<file path="src/design/ssld_pkg.sv">
// ssld_pkg: shared types, widths and codes for the sliding sad lap detector
// no dependencies; imported by ssld_ctrl, ssld_datapath and the top level
package ssld_pkg;

	localparam int DEF_WINDOW      = 128;
	localparam int DEF_SLIDE       = 32;
	localparam int DEF_SAMPLE_BITS = 12;

	localparam int SAMPLE_W    = 12;
	localparam int DUMP_W      = 16;
	localparam int SAD_W       = 19;
	localparam int CFG_ADDR_W  = 1;
	localparam int CFG_DATA_W  = 19;
	localparam int IN_TDATA_W  = 16;
	localparam int OUT_TDATA_W = 24;

	localparam logic [CFG_ADDR_W-1:0] REG_DUMP_COUNT    = 1'b0;
	localparam logic [CFG_ADDR_W-1:0] REG_SAD_THRESHOLD = 1'b1;

	localparam logic [DUMP_W-1:0] DUMP_RESET      = 16'd0;
	localparam logic [SAD_W-1:0]  THRESHOLD_RESET = 19'd4096;
	localparam logic [SAD_W-1:0]  SAD_MAX         = 19'h7FFFF;

	typedef enum logic [1:0] {
		PH_REF,
		PH_FILL,
		PH_SLIDE
	} phase_t;

	typedef enum logic [1:0] {
		ST_IDLE,
		ST_SAD,
		ST_EMIT
	} ctrl_state_t;

	typedef struct packed {
		logic load;
		logic sad_start;
		logic commit;
	} ctrl_cmd_t;

	typedef struct packed {
		logic trig;
		logic sad_done;
		logic out_free;
	} dp_stat_t;

endpackage

</file>
<file path="src/design/ssld_ram.sv">
// ssld_ram: generic single write, single read ram with registered read data
// no dependencies
module ssld_ram #(
	parameter int WIDTH = 12,
	parameter int DEPTH = 128
) (
	input  logic                     clk,
	input  logic                     we,
	input  logic [$clog2(DEPTH)-1:0] waddr,
	input  logic [WIDTH-1:0]         wdata,
	input  logic [$clog2(DEPTH)-1:0] raddr,
	output logic [WIDTH-1:0]         rdata
);

	logic [WIDTH-1:0] mem [DEPTH];

	always_ff @(posedge clk) begin
		if (we) begin
			mem[waddr] <= wdata;
		end
		rdata <= mem[raddr];
	end

endmodule

</file>
<file path="src/design/ssld_ctrl.sv">
// ssld_ctrl: control state machine, sequences accept, sad walk and result commit
// depends on ssld_pkg
module ssld_ctrl
	import ssld_pkg::*;
(
	input  logic      clk,
	input  logic      arst_n,
	input  logic      s_tvalid,
	output logic      s_tready,
	input  dp_stat_t  stat,
	output ctrl_cmd_t cmd
);

	ctrl_state_t state_q, state_d;

	always_ff @(posedge clk or negedge arst_n) begin
		if (!arst_n) begin
			state_q <= ST_IDLE;
		end else begin
			state_q <= state_d;
		end
	end

	always_comb begin
		state_d  = state_q;
		cmd      = '0;
		s_tready = 1'b0;
		unique case (state_q)
			ST_IDLE: begin
				s_tready = 1'b1;
				if (s_tvalid) begin
					cmd.load = 1'b1;
					if (stat.trig) begin
						cmd.sad_start = 1'b1;
						state_d       = ST_SAD;
					end else begin
						state_d = ST_EMIT;
					end
				end
			end
			ST_SAD: begin
				if (stat.sad_done) begin
					state_d = ST_EMIT;
				end
			end
			ST_EMIT: begin
				if (stat.out_free) begin
					cmd.commit = 1'b1;
					state_d    = ST_IDLE;
				end
			end
			default: begin
				state_d = ST_IDLE;
			end
		endcase
	end

endmodule

</file>
<file path="src/design/ssld_datapath.sv">
// ssld_datapath: config registers, fill counters, reference and window rams,
// sad accumulator and output register; depends on ssld_pkg and ssld_ram
module ssld_datapath
	import ssld_pkg::*;
#(
	parameter int WINDOW      = DEF_WINDOW,
	parameter int SLIDE       = DEF_SLIDE,
	parameter int SAMPLE_BITS = DEF_SAMPLE_BITS
) (
	input  logic                   clk,
	input  logic                   arst_n,
	input  logic                   cfg_we,
	input  logic [CFG_ADDR_W-1:0]  cfg_addr,
	input  logic [CFG_DATA_W-1:0]  cfg_wdata,
	input  logic                   in_action,
	input  logic [SAMPLE_W-1:0]    in_sample,
	input  ctrl_cmd_t              cmd,
	output dp_stat_t               stat,
	output logic                   m_tvalid,
	input  logic                   m_tready,
	output logic [OUT_TDATA_W-1:0] m_tdata
);

	localparam int AW     = $clog2(WINDOW);
	localparam int MAXN   = (WINDOW > SLIDE) ? WINDOW : SLIDE;
	localparam int FILL_W = $clog2(MAXN + 1);
	localparam int RAW_W  = SAMPLE_BITS + $clog2(WINDOW) + 1;
	localparam int ACC_W  = (RAW_W > SAD_W) ? RAW_W : SAD_W + 1;

	logic [DUMP_W-1:0]      dump_q;
	logic [SAD_W-1:0]       thresh_q;
	phase_t                 phase_q, phase_d;
	logic [FILL_W-1:0]      fill_q, fill_d;
	logic [DUMP_W-1:0]      discard_q, discard_d;
	logic [AW-1:0]          wptr_q, wptr_d;
	logic                   act_q;
	logic [SAMPLE_BITS-1:0] smp_q;
	logic                   cmp_q;

	logic                   rd_busy_q;
	logic [AW-1:0]          rd_idx_q;
	logic [AW-1:0]          rd_win_q;
	logic                   rd_vld_s1;
	logic [ACC_W-1:0]       acc_q;

	logic                   out_vld_q;
	logic [OUT_TDATA_W-1:0] out_data_q;

	logic                   ref_we, win_we;
	logic [SAMPLE_BITS-1:0] ref_rdata, win_rdata;
	logic [SAMPLE_BITS-1:0] diff;
	logic                   discarding;
	logic                   batch_full;
	logic [SAD_W-1:0]       score;
	logic                   lap;
	logic [AW-1:0]          wptr_inc;

	ssld_ram #(
		.WIDTH(SAMPLE_BITS),
		.DEPTH(WINDOW)
	) u_ref_ram (
		.clk  (clk),
		.we   (ref_we),
		.waddr(fill_q[AW-1:0]),
		.wdata(smp_q),
		.raddr(rd_idx_q),
		.rdata(ref_rdata)
	);

	ssld_ram #(
		.WIDTH(SAMPLE_BITS),
		.DEPTH(WINDOW)
	) u_win_ram (
		.clk  (clk),
		.we   (win_we),
		.waddr(wptr_q),
		.wdata(smp_q),
		.raddr(rd_win_q),
		.rdata(win_rdata)
	);

	assign discarding = discard_q < dump_q;
	assign batch_full = (phase_q == PH_FILL) ? (fill_q == FILL_W'(WINDOW)) :
		((phase_q != PH_REF) && (fill_q == FILL_W'(SLIDE)));
	assign wptr_inc = (wptr_q == AW'(WINDOW - 1)) ? '0 : wptr_q + AW'(1);

	assign stat.trig     = !in_action && !discarding && batch_full;
	assign stat.sad_done = !rd_busy_q && !rd_vld_s1;
	assign stat.out_free = !out_vld_q || m_tready;

	assign diff  = (win_rdata >= ref_rdata) ? win_rdata - ref_rdata : ref_rdata - win_rdata;
	assign score = (acc_q > ACC_W'(SAD_MAX)) ? SAD_MAX : acc_q[SAD_W-1:0];
	assign lap   = score < thresh_q;

	// state update for the committed word
	always_comb begin
		phase_d   = phase_q;
		fill_d    = fill_q;
		discard_d = discard_q;
		wptr_d    = wptr_q;
		ref_we    = 1'b0;
		win_we    = 1'b0;
		if (cmd.commit) begin
			if (act_q) begin
				phase_d   = PH_REF;
				fill_d    = '0;
				discard_d = '0;
				wptr_d    = '0;
			end else if (discarding) begin
				discard_d = discard_q + DUMP_W'(1);
			end else begin
				unique case (phase_q)
					PH_REF: begin
						if (fill_q < FILL_W'(WINDOW)) begin
							ref_we = 1'b1;
							fill_d = fill_q + FILL_W'(1);
						end else begin
							phase_d = PH_FILL;
							win_we  = 1'b1;
							wptr_d  = wptr_inc;
							fill_d  = FILL_W'(1);
						end
					end
					PH_FILL: begin
						win_we = 1'b1;
						wptr_d = wptr_inc;
						if (fill_q < FILL_W'(WINDOW)) begin
							fill_d = fill_q + FILL_W'(1);
						end else begin
							phase_d = PH_SLIDE;
							fill_d  = FILL_W'(1);
						end
					end
					default: begin
						win_we = 1'b1;
						wptr_d = wptr_inc;
						if (fill_q < FILL_W'(SLIDE)) begin
							fill_d = fill_q + FILL_W'(1);
						end else begin
							fill_d = FILL_W'(1);
						end
					end
				endcase
			end
		end
	end

	always_ff @(posedge clk or negedge arst_n) begin
		if (!arst_n) begin
			dump_q    <= DUMP_RESET;
			thresh_q  <= THRESHOLD_RESET;
			phase_q   <= PH_REF;
			fill_q    <= '0;
			discard_q <= '0;
			wptr_q    <= '0;
			rd_busy_q <= 1'b0;
			rd_vld_s1 <= 1'b0;
			out_vld_q <= 1'b0;
		end else begin
			if (cfg_we) begin
				unique case (cfg_addr)
					REG_DUMP_COUNT:    dump_q   <= cfg_wdata[DUMP_W-1:0];
					REG_SAD_THRESHOLD: thresh_q <= cfg_wdata[SAD_W-1:0];
					default: ;
				endcase
			end
			phase_q   <= phase_d;
			fill_q    <= fill_d;
			discard_q <= discard_d;
			wptr_q    <= wptr_d;
			if (cmd.sad_start) begin
				rd_busy_q <= 1'b1;
			end else if (rd_busy_q && rd_idx_q == AW'(WINDOW - 1)) begin
				rd_busy_q <= 1'b0;
			end
			rd_vld_s1 <= rd_busy_q;
			if (cmd.commit) begin
				out_vld_q <= 1'b1;
			end else if (m_tready) begin
				out_vld_q <= 1'b0;
			end
		end
	end

	// item latch, sad walk pointers, accumulator, result word
	always_ff @(posedge clk) begin
		if (cmd.load) begin
			act_q <= in_action;
			smp_q <= SAMPLE_BITS'(in_sample);
			cmp_q <= stat.trig;
		end
		if (cmd.sad_start) begin
			rd_idx_q <= '0;
			rd_win_q <= wptr_q;
			acc_q    <= '0;
		end else begin
			if (rd_busy_q) begin
				rd_idx_q <= rd_idx_q + AW'(1);
				rd_win_q <= (rd_win_q == AW'(WINDOW - 1)) ? '0 : rd_win_q + AW'(1);
			end
			if (rd_vld_s1) begin
				acc_q <= acc_q + ACC_W'(diff);
			end
		end
		if (cmd.commit) begin
			if (cmp_q && !act_q) begin
				out_data_q <= {(OUT_TDATA_W - SAD_W - 2)'(0), score, 1'b1, lap};
			end else begin
				out_data_q <= '0;
			end
		end
	end

	assign m_tvalid = out_vld_q;
	assign m_tdata  = out_data_q;

endmodule

</file>
<file path="src/design/sliding_sad_lap_detector.sv">
// sliding_sad_lap_detector: top level, joins control state machine and datapath
// depends on ssld_pkg, ssld_ctrl, ssld_datapath
//
//   group   dir  handshake           payload
//   s_      in   s_tvalid/s_tready   s_tdata: sample[11:0]; s_tuser: action
//   m_      out  m_tvalid/m_tready   m_tdata: lap_detected, compared, sad_score
//   cfg_    in   cfg_we              cfg_addr, cfg_wdata
//
// a plain word is accepted in ST_IDLE and committed from ST_EMIT; a word that closes a batch
// first runs the sad walk, reading one reference and one window ram entry per cycle
// a one-word output register lets the next word be accepted while a result waits
// on m_tready; a commit stalls only when that register is still full
// reset is asynchronous, active low; rams are not cleared and are never read unwritten
module sliding_sad_lap_detector
	import ssld_pkg::*;
#(
	parameter int WINDOW      = DEF_WINDOW,
	parameter int SLIDE       = DEF_SLIDE,
	parameter int SAMPLE_BITS = DEF_SAMPLE_BITS
) (
	input  logic                   clk,
	input  logic                   arst_n,
	input  logic                   s_tvalid,
	output logic                   s_tready,
	input  logic [IN_TDATA_W-1:0]  s_tdata,   // sample [11:0], zero [15:12]
	input  logic                   s_tuser,   // action
	output logic                   m_tvalid,
	input  logic                   m_tready,
	output logic [OUT_TDATA_W-1:0] m_tdata,   // lap_detected, compared, sad_score [20:2]
	input  logic                   cfg_we,
	input  logic [CFG_ADDR_W-1:0]  cfg_addr,
	input  logic [CFG_DATA_W-1:0]  cfg_wdata
);

	ctrl_cmd_t cmd;
	dp_stat_t  stat;

	ssld_ctrl u_ctrl (
		.clk     (clk),
		.arst_n  (arst_n),
		.s_tvalid(s_tvalid),
		.s_tready(s_tready),
		.stat    (stat),
		.cmd     (cmd)
	);

	ssld_datapath #(
		.WINDOW     (WINDOW),
		.SLIDE      (SLIDE),
		.SAMPLE_BITS(SAMPLE_BITS)
	) u_dp (
		.clk      (clk),
		.arst_n   (arst_n),
		.cfg_we   (cfg_we),
		.cfg_addr (cfg_addr),
		.cfg_wdata(cfg_wdata),
		.in_action(s_tuser),
		.in_sample(s_tdata[SAMPLE_W-1:0]),
		.cmd      (cmd),
		.stat     (stat),
		.m_tvalid (m_tvalid),
		.m_tready (m_tready),
		.m_tdata  (m_tdata)
	);

	a_lap_needs_compare: assert property (@(posedge clk) disable iff (!arst_n)
		m_tvalid && m_tdata[0] |-> m_tdata[1])
		else $error("lap flagged without a comparison");

	a_score_zero: assert property (@(posedge clk) disable iff (!arst_n)
		m_tvalid && !m_tdata[1] |-> m_tdata[SAD_W+1:2] == '0)
		else $error("nonzero score without a comparison");

	a_no_walk_on_accept: assert property (@(posedge clk) disable iff (!arst_n)
		s_tready |-> stat.sad_done)
		else $error("input ready while sad walk runs");

	a_commit_has_room: assert property (@(posedge clk) disable iff (!arst_n)
		cmd.commit |-> stat.out_free)
		else $error("commit into a full output register");

endmodule
</file>
<file path="config.mk">
export PLATFORM = sky130hd
export DESIGN_NAME = sliding_sad_lap_detector
export DESIGN_NICKNAME = d
export VERILOG_FILES = /design/src/design/ssld_pkg.sv /design/src/design/ssld_ram.sv /design/src/design/ssld_ctrl.sv /design/src/design/ssld_datapath.sv /design/src/design/sliding_sad_lap_detector.sv
export SDC_FILE = /design/constraint.sdc
export NUM_CORES = 2
export LEC_CHECK = 0
export BUFFER_PORTS_ARGS = -buffer_cell sky130_fd_sc_hd__buf_2
export CORE_ASPECT_RATIO = 1.1
export CORE_UTILIZATION = 25
export CTS_CLUSTER_SIZE = 40
export DETAILED_ROUTE_END_ITERATION = 12
export GPL_TIMING_DRIVEN = 0
export PLACE_DENSITY = 0.41
export SYNTH_ARGS = -nofsm -noshare
export SYNTH_HDL_FRONTEND = slang
export SYNTH_SLANG_ARGS = --single-unit
</file>
<file path="constraint.sdc">
create_clock -name clk -period 6.35 [get_ports clk]
set_clock_uncertainty 0.05 [all_clocks]
set_input_delay 0.635 -clock clk [delete_from_list [all_inputs] [get_ports clk]]
set_output_delay 0.635 -clock clk [all_outputs]
set_load 0.005 [all_outputs]
</file>
==> summary.md <==
| Metric | Value |
|---|---|
| # nets final | `7006` |
| Run status | `complete, but fails checks` |
| Post-synthesis sequential element count | `3238` |
| Setup WS pre-CTS | `516 ps` |
| Via-to-Cell Ratio | `4.91` |
| Maxcap violations | `6` |
| Drt pass-1 iters | `5` |
| CP Launch Point | `u_dp.rd_idx_q[3]` |
| Routed Antenna Nets | `0` |
| Die ar. | `513000 um^2` |
| Worst Path Arrival | `6660 ps` |
| R2r startpoint | `u_dp.rd_idx_q[3]` |
| Post-synth ARST share | `about 2.3%` |
| CP Launch Type | `register` |
| Layout cells sized above 1 | `31.5%` |
| GR Overflow Total | `0` |
| # port buffers | `60` |
| Synth area leaders | `edfxtp_1 73%, mux4_2 14%, mux2i_1 1.5%` |
| Longest Clk Path Bufs | `4` |
| Max Clk Rate | `~170 MHz` |
| CP most frequent cell | `buf_2` |
| CTS tree | `done` |
| Slowest cell delay on critical path | `990 ps` |
| R2r endpoint | `u_dp.u_ref_ram.rdata[6]` |
| Share of the synthesized area in the top cell type | `73.3%` |
| Worst Setup EP | `u_dp.u_ref_ram.rdata[6]` |
| Total power | `about 45 mW` |
| Synth Area per Inst | `roughly 21 um^2` |
| Vias in the first global route | `70000` |
| Violated checks | `capacitance limit, slew limit` |
| Sequential-to-total area share from yosys stat | `75.5%` |
| Power Density | `292 nW/um^2` |
| Library cells used by synthesis | `77` |
| Slowest CP cell | `o221ai_1` |
| Synth Flop Type | `edfxtp_1` |
| Unrepaired setup endpoints after global routing | `no` |
| Drt total wl | `491000 um` |
| DRT iter0 DRCs | `approximately 7800` |
| Starting Density | `25.2%` |
| Placement Rows | `274` |
| CTS buffer count | `approximately 350` |
| Crit path required time | `7020 ps` |
| Syn-to-layout area delta | `21.7%` |
| Core Util, Final | `30.6%` |
| Total track usage | `a little under a fifth` |
| Number of synthesized flops with an enable pin | `3114` |
| Core area | `507000 um^2` |
| Root Buffer | `clkbuf_16` |
| Final GP Congestion | `0.908` |
| Setup Viol. Count Final | `0` |
| Fin. Hold Viols | `0` |
| DR DRC count | `0` |
| Worst slew pin tran | `approximately 1600 ps` |
| Worst hold path type | `input port to register` |
| Setup crit end kind | `register` |
| Pin count of the biggest net entering global routing | `49` |
| Worst-skew pair later-pin latency | `950 ps` |
| Setup TNS | `0 ps` |
| Reg clk slew, reported paths | `about 60 ps` |
| Chip height | `between 700 and 800 um` |
| Pleak | `roughly 48 nW` |
| Initial antenna violation count | `29` |
| Max transition margin | `-4.70%` |
| Period utilisation layout | `between 90% and 100%` |
| First-pass GRT wire length | `650000 um` |
| Synth area leader | `edfxtp_1` |
| Critical path class | `register to register` |
| Setup ws final | `359 ps` |
| Wire per inst | `35.2 um` |
| Cell chain of the critical path | `buf_2, buf_2, clkbuf_2, nand3_1, o221ai_1, a211oi_1, a221oi_1` |
| H-tree Lvls | `5` |
| Cell count after synthesis | `6111` |
| Max-slew violations | `54` |
| R2R depth | `7` |
| Tmin final | `approximately 6000 ps` |
| Vias | `between 60000 and 70000` |
| Min-delay src | `cfg_addr` |
| YS warnings | `0` |
| R2r setup slk | `around 360 ps` |
| Hpwl dp | `342000 um` |
| Worst VDD drop | `0.000230 V` |
| Clock sinks | `3238` |
| Syn Std Cell Area | `between 100000 and 150000 um^2` |
| CP Max Fanout | `10` |
| I/O pins | `68` |
| Die X | `683 um` |
## critical path, delay by kind of cell (launching register included)
kind / cells / cell delay, ps
AOI/OAI and AO/OA: 3 / 1990
buffers and inverters: 3 / 2100
DFF: 1 / 650
and+or+nand+nor: 1 / 880
## registers in the layout (all words and copies together) (netlist names), 8 cells and up
register,cells
u_dp.acc_q,20
u_dp.discard_q,16
u_dp.dump_q,16
u_dp.fill_q,8
u_dp.m_tdata,21
u_dp.smp_q,12
u_dp.thresh_q,19
u_dp.u_ref_ram.mem,1536
u_dp.u_ref_ram.rdata,12
u_dp.u_win_ram.mem,1536
u_dp.u_win_ram.rdata,12
## power breakdown
part / leakage (nW) / switching, mW / total [mW] / internal (mW)
Sequential: 29.3 / 0.0874 / 23.7 / 23.6
Combinational: 13.2 / 0.796 / 1.24 / 0.442
Clock: 5.46 / 8.79 / 20.4 / 11.6
Total: 48.0 / 9.67 / 45.3 / 35.6
## layout make-up
type                            count  area (um^2)
Sequential cell                  3238        96400
Antenna cell                        9         22.5
Tap cell                         6762         8460
Multi-Input combinational cell   2458        29800
Fill cell                       49200       352000
Clock inverter                    204         1880
Buffer                            333         1860
Clock buffer                      434         9280
Timing Repair Buffer              420         7350
Inverter                           84          315
## routing by layer
layer | routed length [um] | track usage [%] | vias up | part of all wire, %
met5 | 0 | 0 | - | 0
met1 | 194000 | 23.2 | 37700 | 39
met4 | 27100 | 8.83 | 0 | 5.5
met3 | 28700 | 2.92 | 848 | 5.8
met2 | 241000 | 32.0 | 2790 | 49
li1 | - | - | 27100 | -
## layout by cell type, fill, tap and decap left out, drive strengths merged, types with 11 or more instances in the layout
cell,instances
edfxtp,3114
mux4,816
buf,600
clkbuf,553
nor2,359
mux2i,188
clkinv,152
nand2,141
a21oi,113
inv,98
ha,75
o21ai,73
dfrtp,72
a211oi,63
nand3,53
nor2b,52
mux2,52
dfxtp,51
and3,41
o22ai,39
a22oi,34
dlygate4sd3,34
nor3,32
bufinv,30
xnor2,29
nand4,25
or2,25
o221ai,24
nand2b,21
a31oi,20
a21o,16
a221oi,14
o211ai,13
a2111oi,12
o2111ai,11
## worst min path at each step
stage | to | slack (ps) | depth (start not counted)
finish | u_dp.dump_q[0] | 90 | 3
global route | u_dp.dump_q[0] | 80 | 3
CTS | u_dp.dump_q[0] | 20 | 3
detailed placement | u_dp.rd_vld_s1 | 380 | 0
global placement | u_dp.rd_vld_s1 | 380 | 0
floorplan | u_ctrl.state_q[0] | 290 | 0
## Yosys cell counts, types with 9 or more instances
| cell | number |
|---|---|
| a21oi_1 | 113 |
| xnor2_1 | 29 |
| buf_1 | 21 |
| xor2_1 | 9 |
| nor3_1 | 31 |
| a31oi_1 | 20 |
| mux2i_1 | 188 |
| ha_1 | 75 |
| mux4_2 | 816 |
| nand4_1 | 25 |
| edfxtp_1 | 3114 |
| a21o_1 | 16 |
| and3_1 | 41 |
| a211oi_1 | 62 |
| o2111ai_1 | 11 |
| a2111oi_0 | 12 |
| a221oi_1 | 14 |
| nor2b_1 | 52 |
| o22ai_1 | 39 |
| o221ai_1 | 24 |
| o21ai_1 | 9 |
| mux2_2 | 52 |
| dfxtp_1 | 51 |
| inv_1 | 81 |
| buf_2 | 105 |
| o211ai_1 | 13 |
| a22oi_1 | 34 |
| buf_4 | 63 |
| nand2b_1 | 21 |
| dfrtp_1 | 72 |
| nor2_1 | 359 |
| or2_2 | 25 |
| o21ai_0 | 64 |
| nand3_1 | 53 |
| clkbuf_1 | 119 |
| buf_6 | 23 |
| nand2_1 | 141 |
## kinds of logic after synthesis
kind of cell               share of synthesized area (%)
AOI/OAI and AO/OA                                   2.66
and+or+nand+nor                                     2.80
muxes                                               16.3
other                                            0.00294
xor gates and xnor gates                           0.261
buffers and inverters                               1.67
DFF                                                 75.5
adders and majority gates                          0.782
## timing repair
action	in CTS	in global routing
hold buffers	34	0
setup endpoints to repair	0	0
setup buffers	0	0
hold endpoints to repair	121	0
resized for setup	0	0
## through the flow
stage / hold WS [ps] / std cells / instance area, um^2
floorplan: 289 / 6113 / 128000
global placement: 382 / 12900 / 136000
detailed placement: 385 / 13300 / 144000
CTS: 19.1 / 13900 / 155000
global route: 80.2 / 13900 / 155000
finish: 93.3 / 13900 / 155000
No activity file was read; power rests on OpenSTA's default activity.
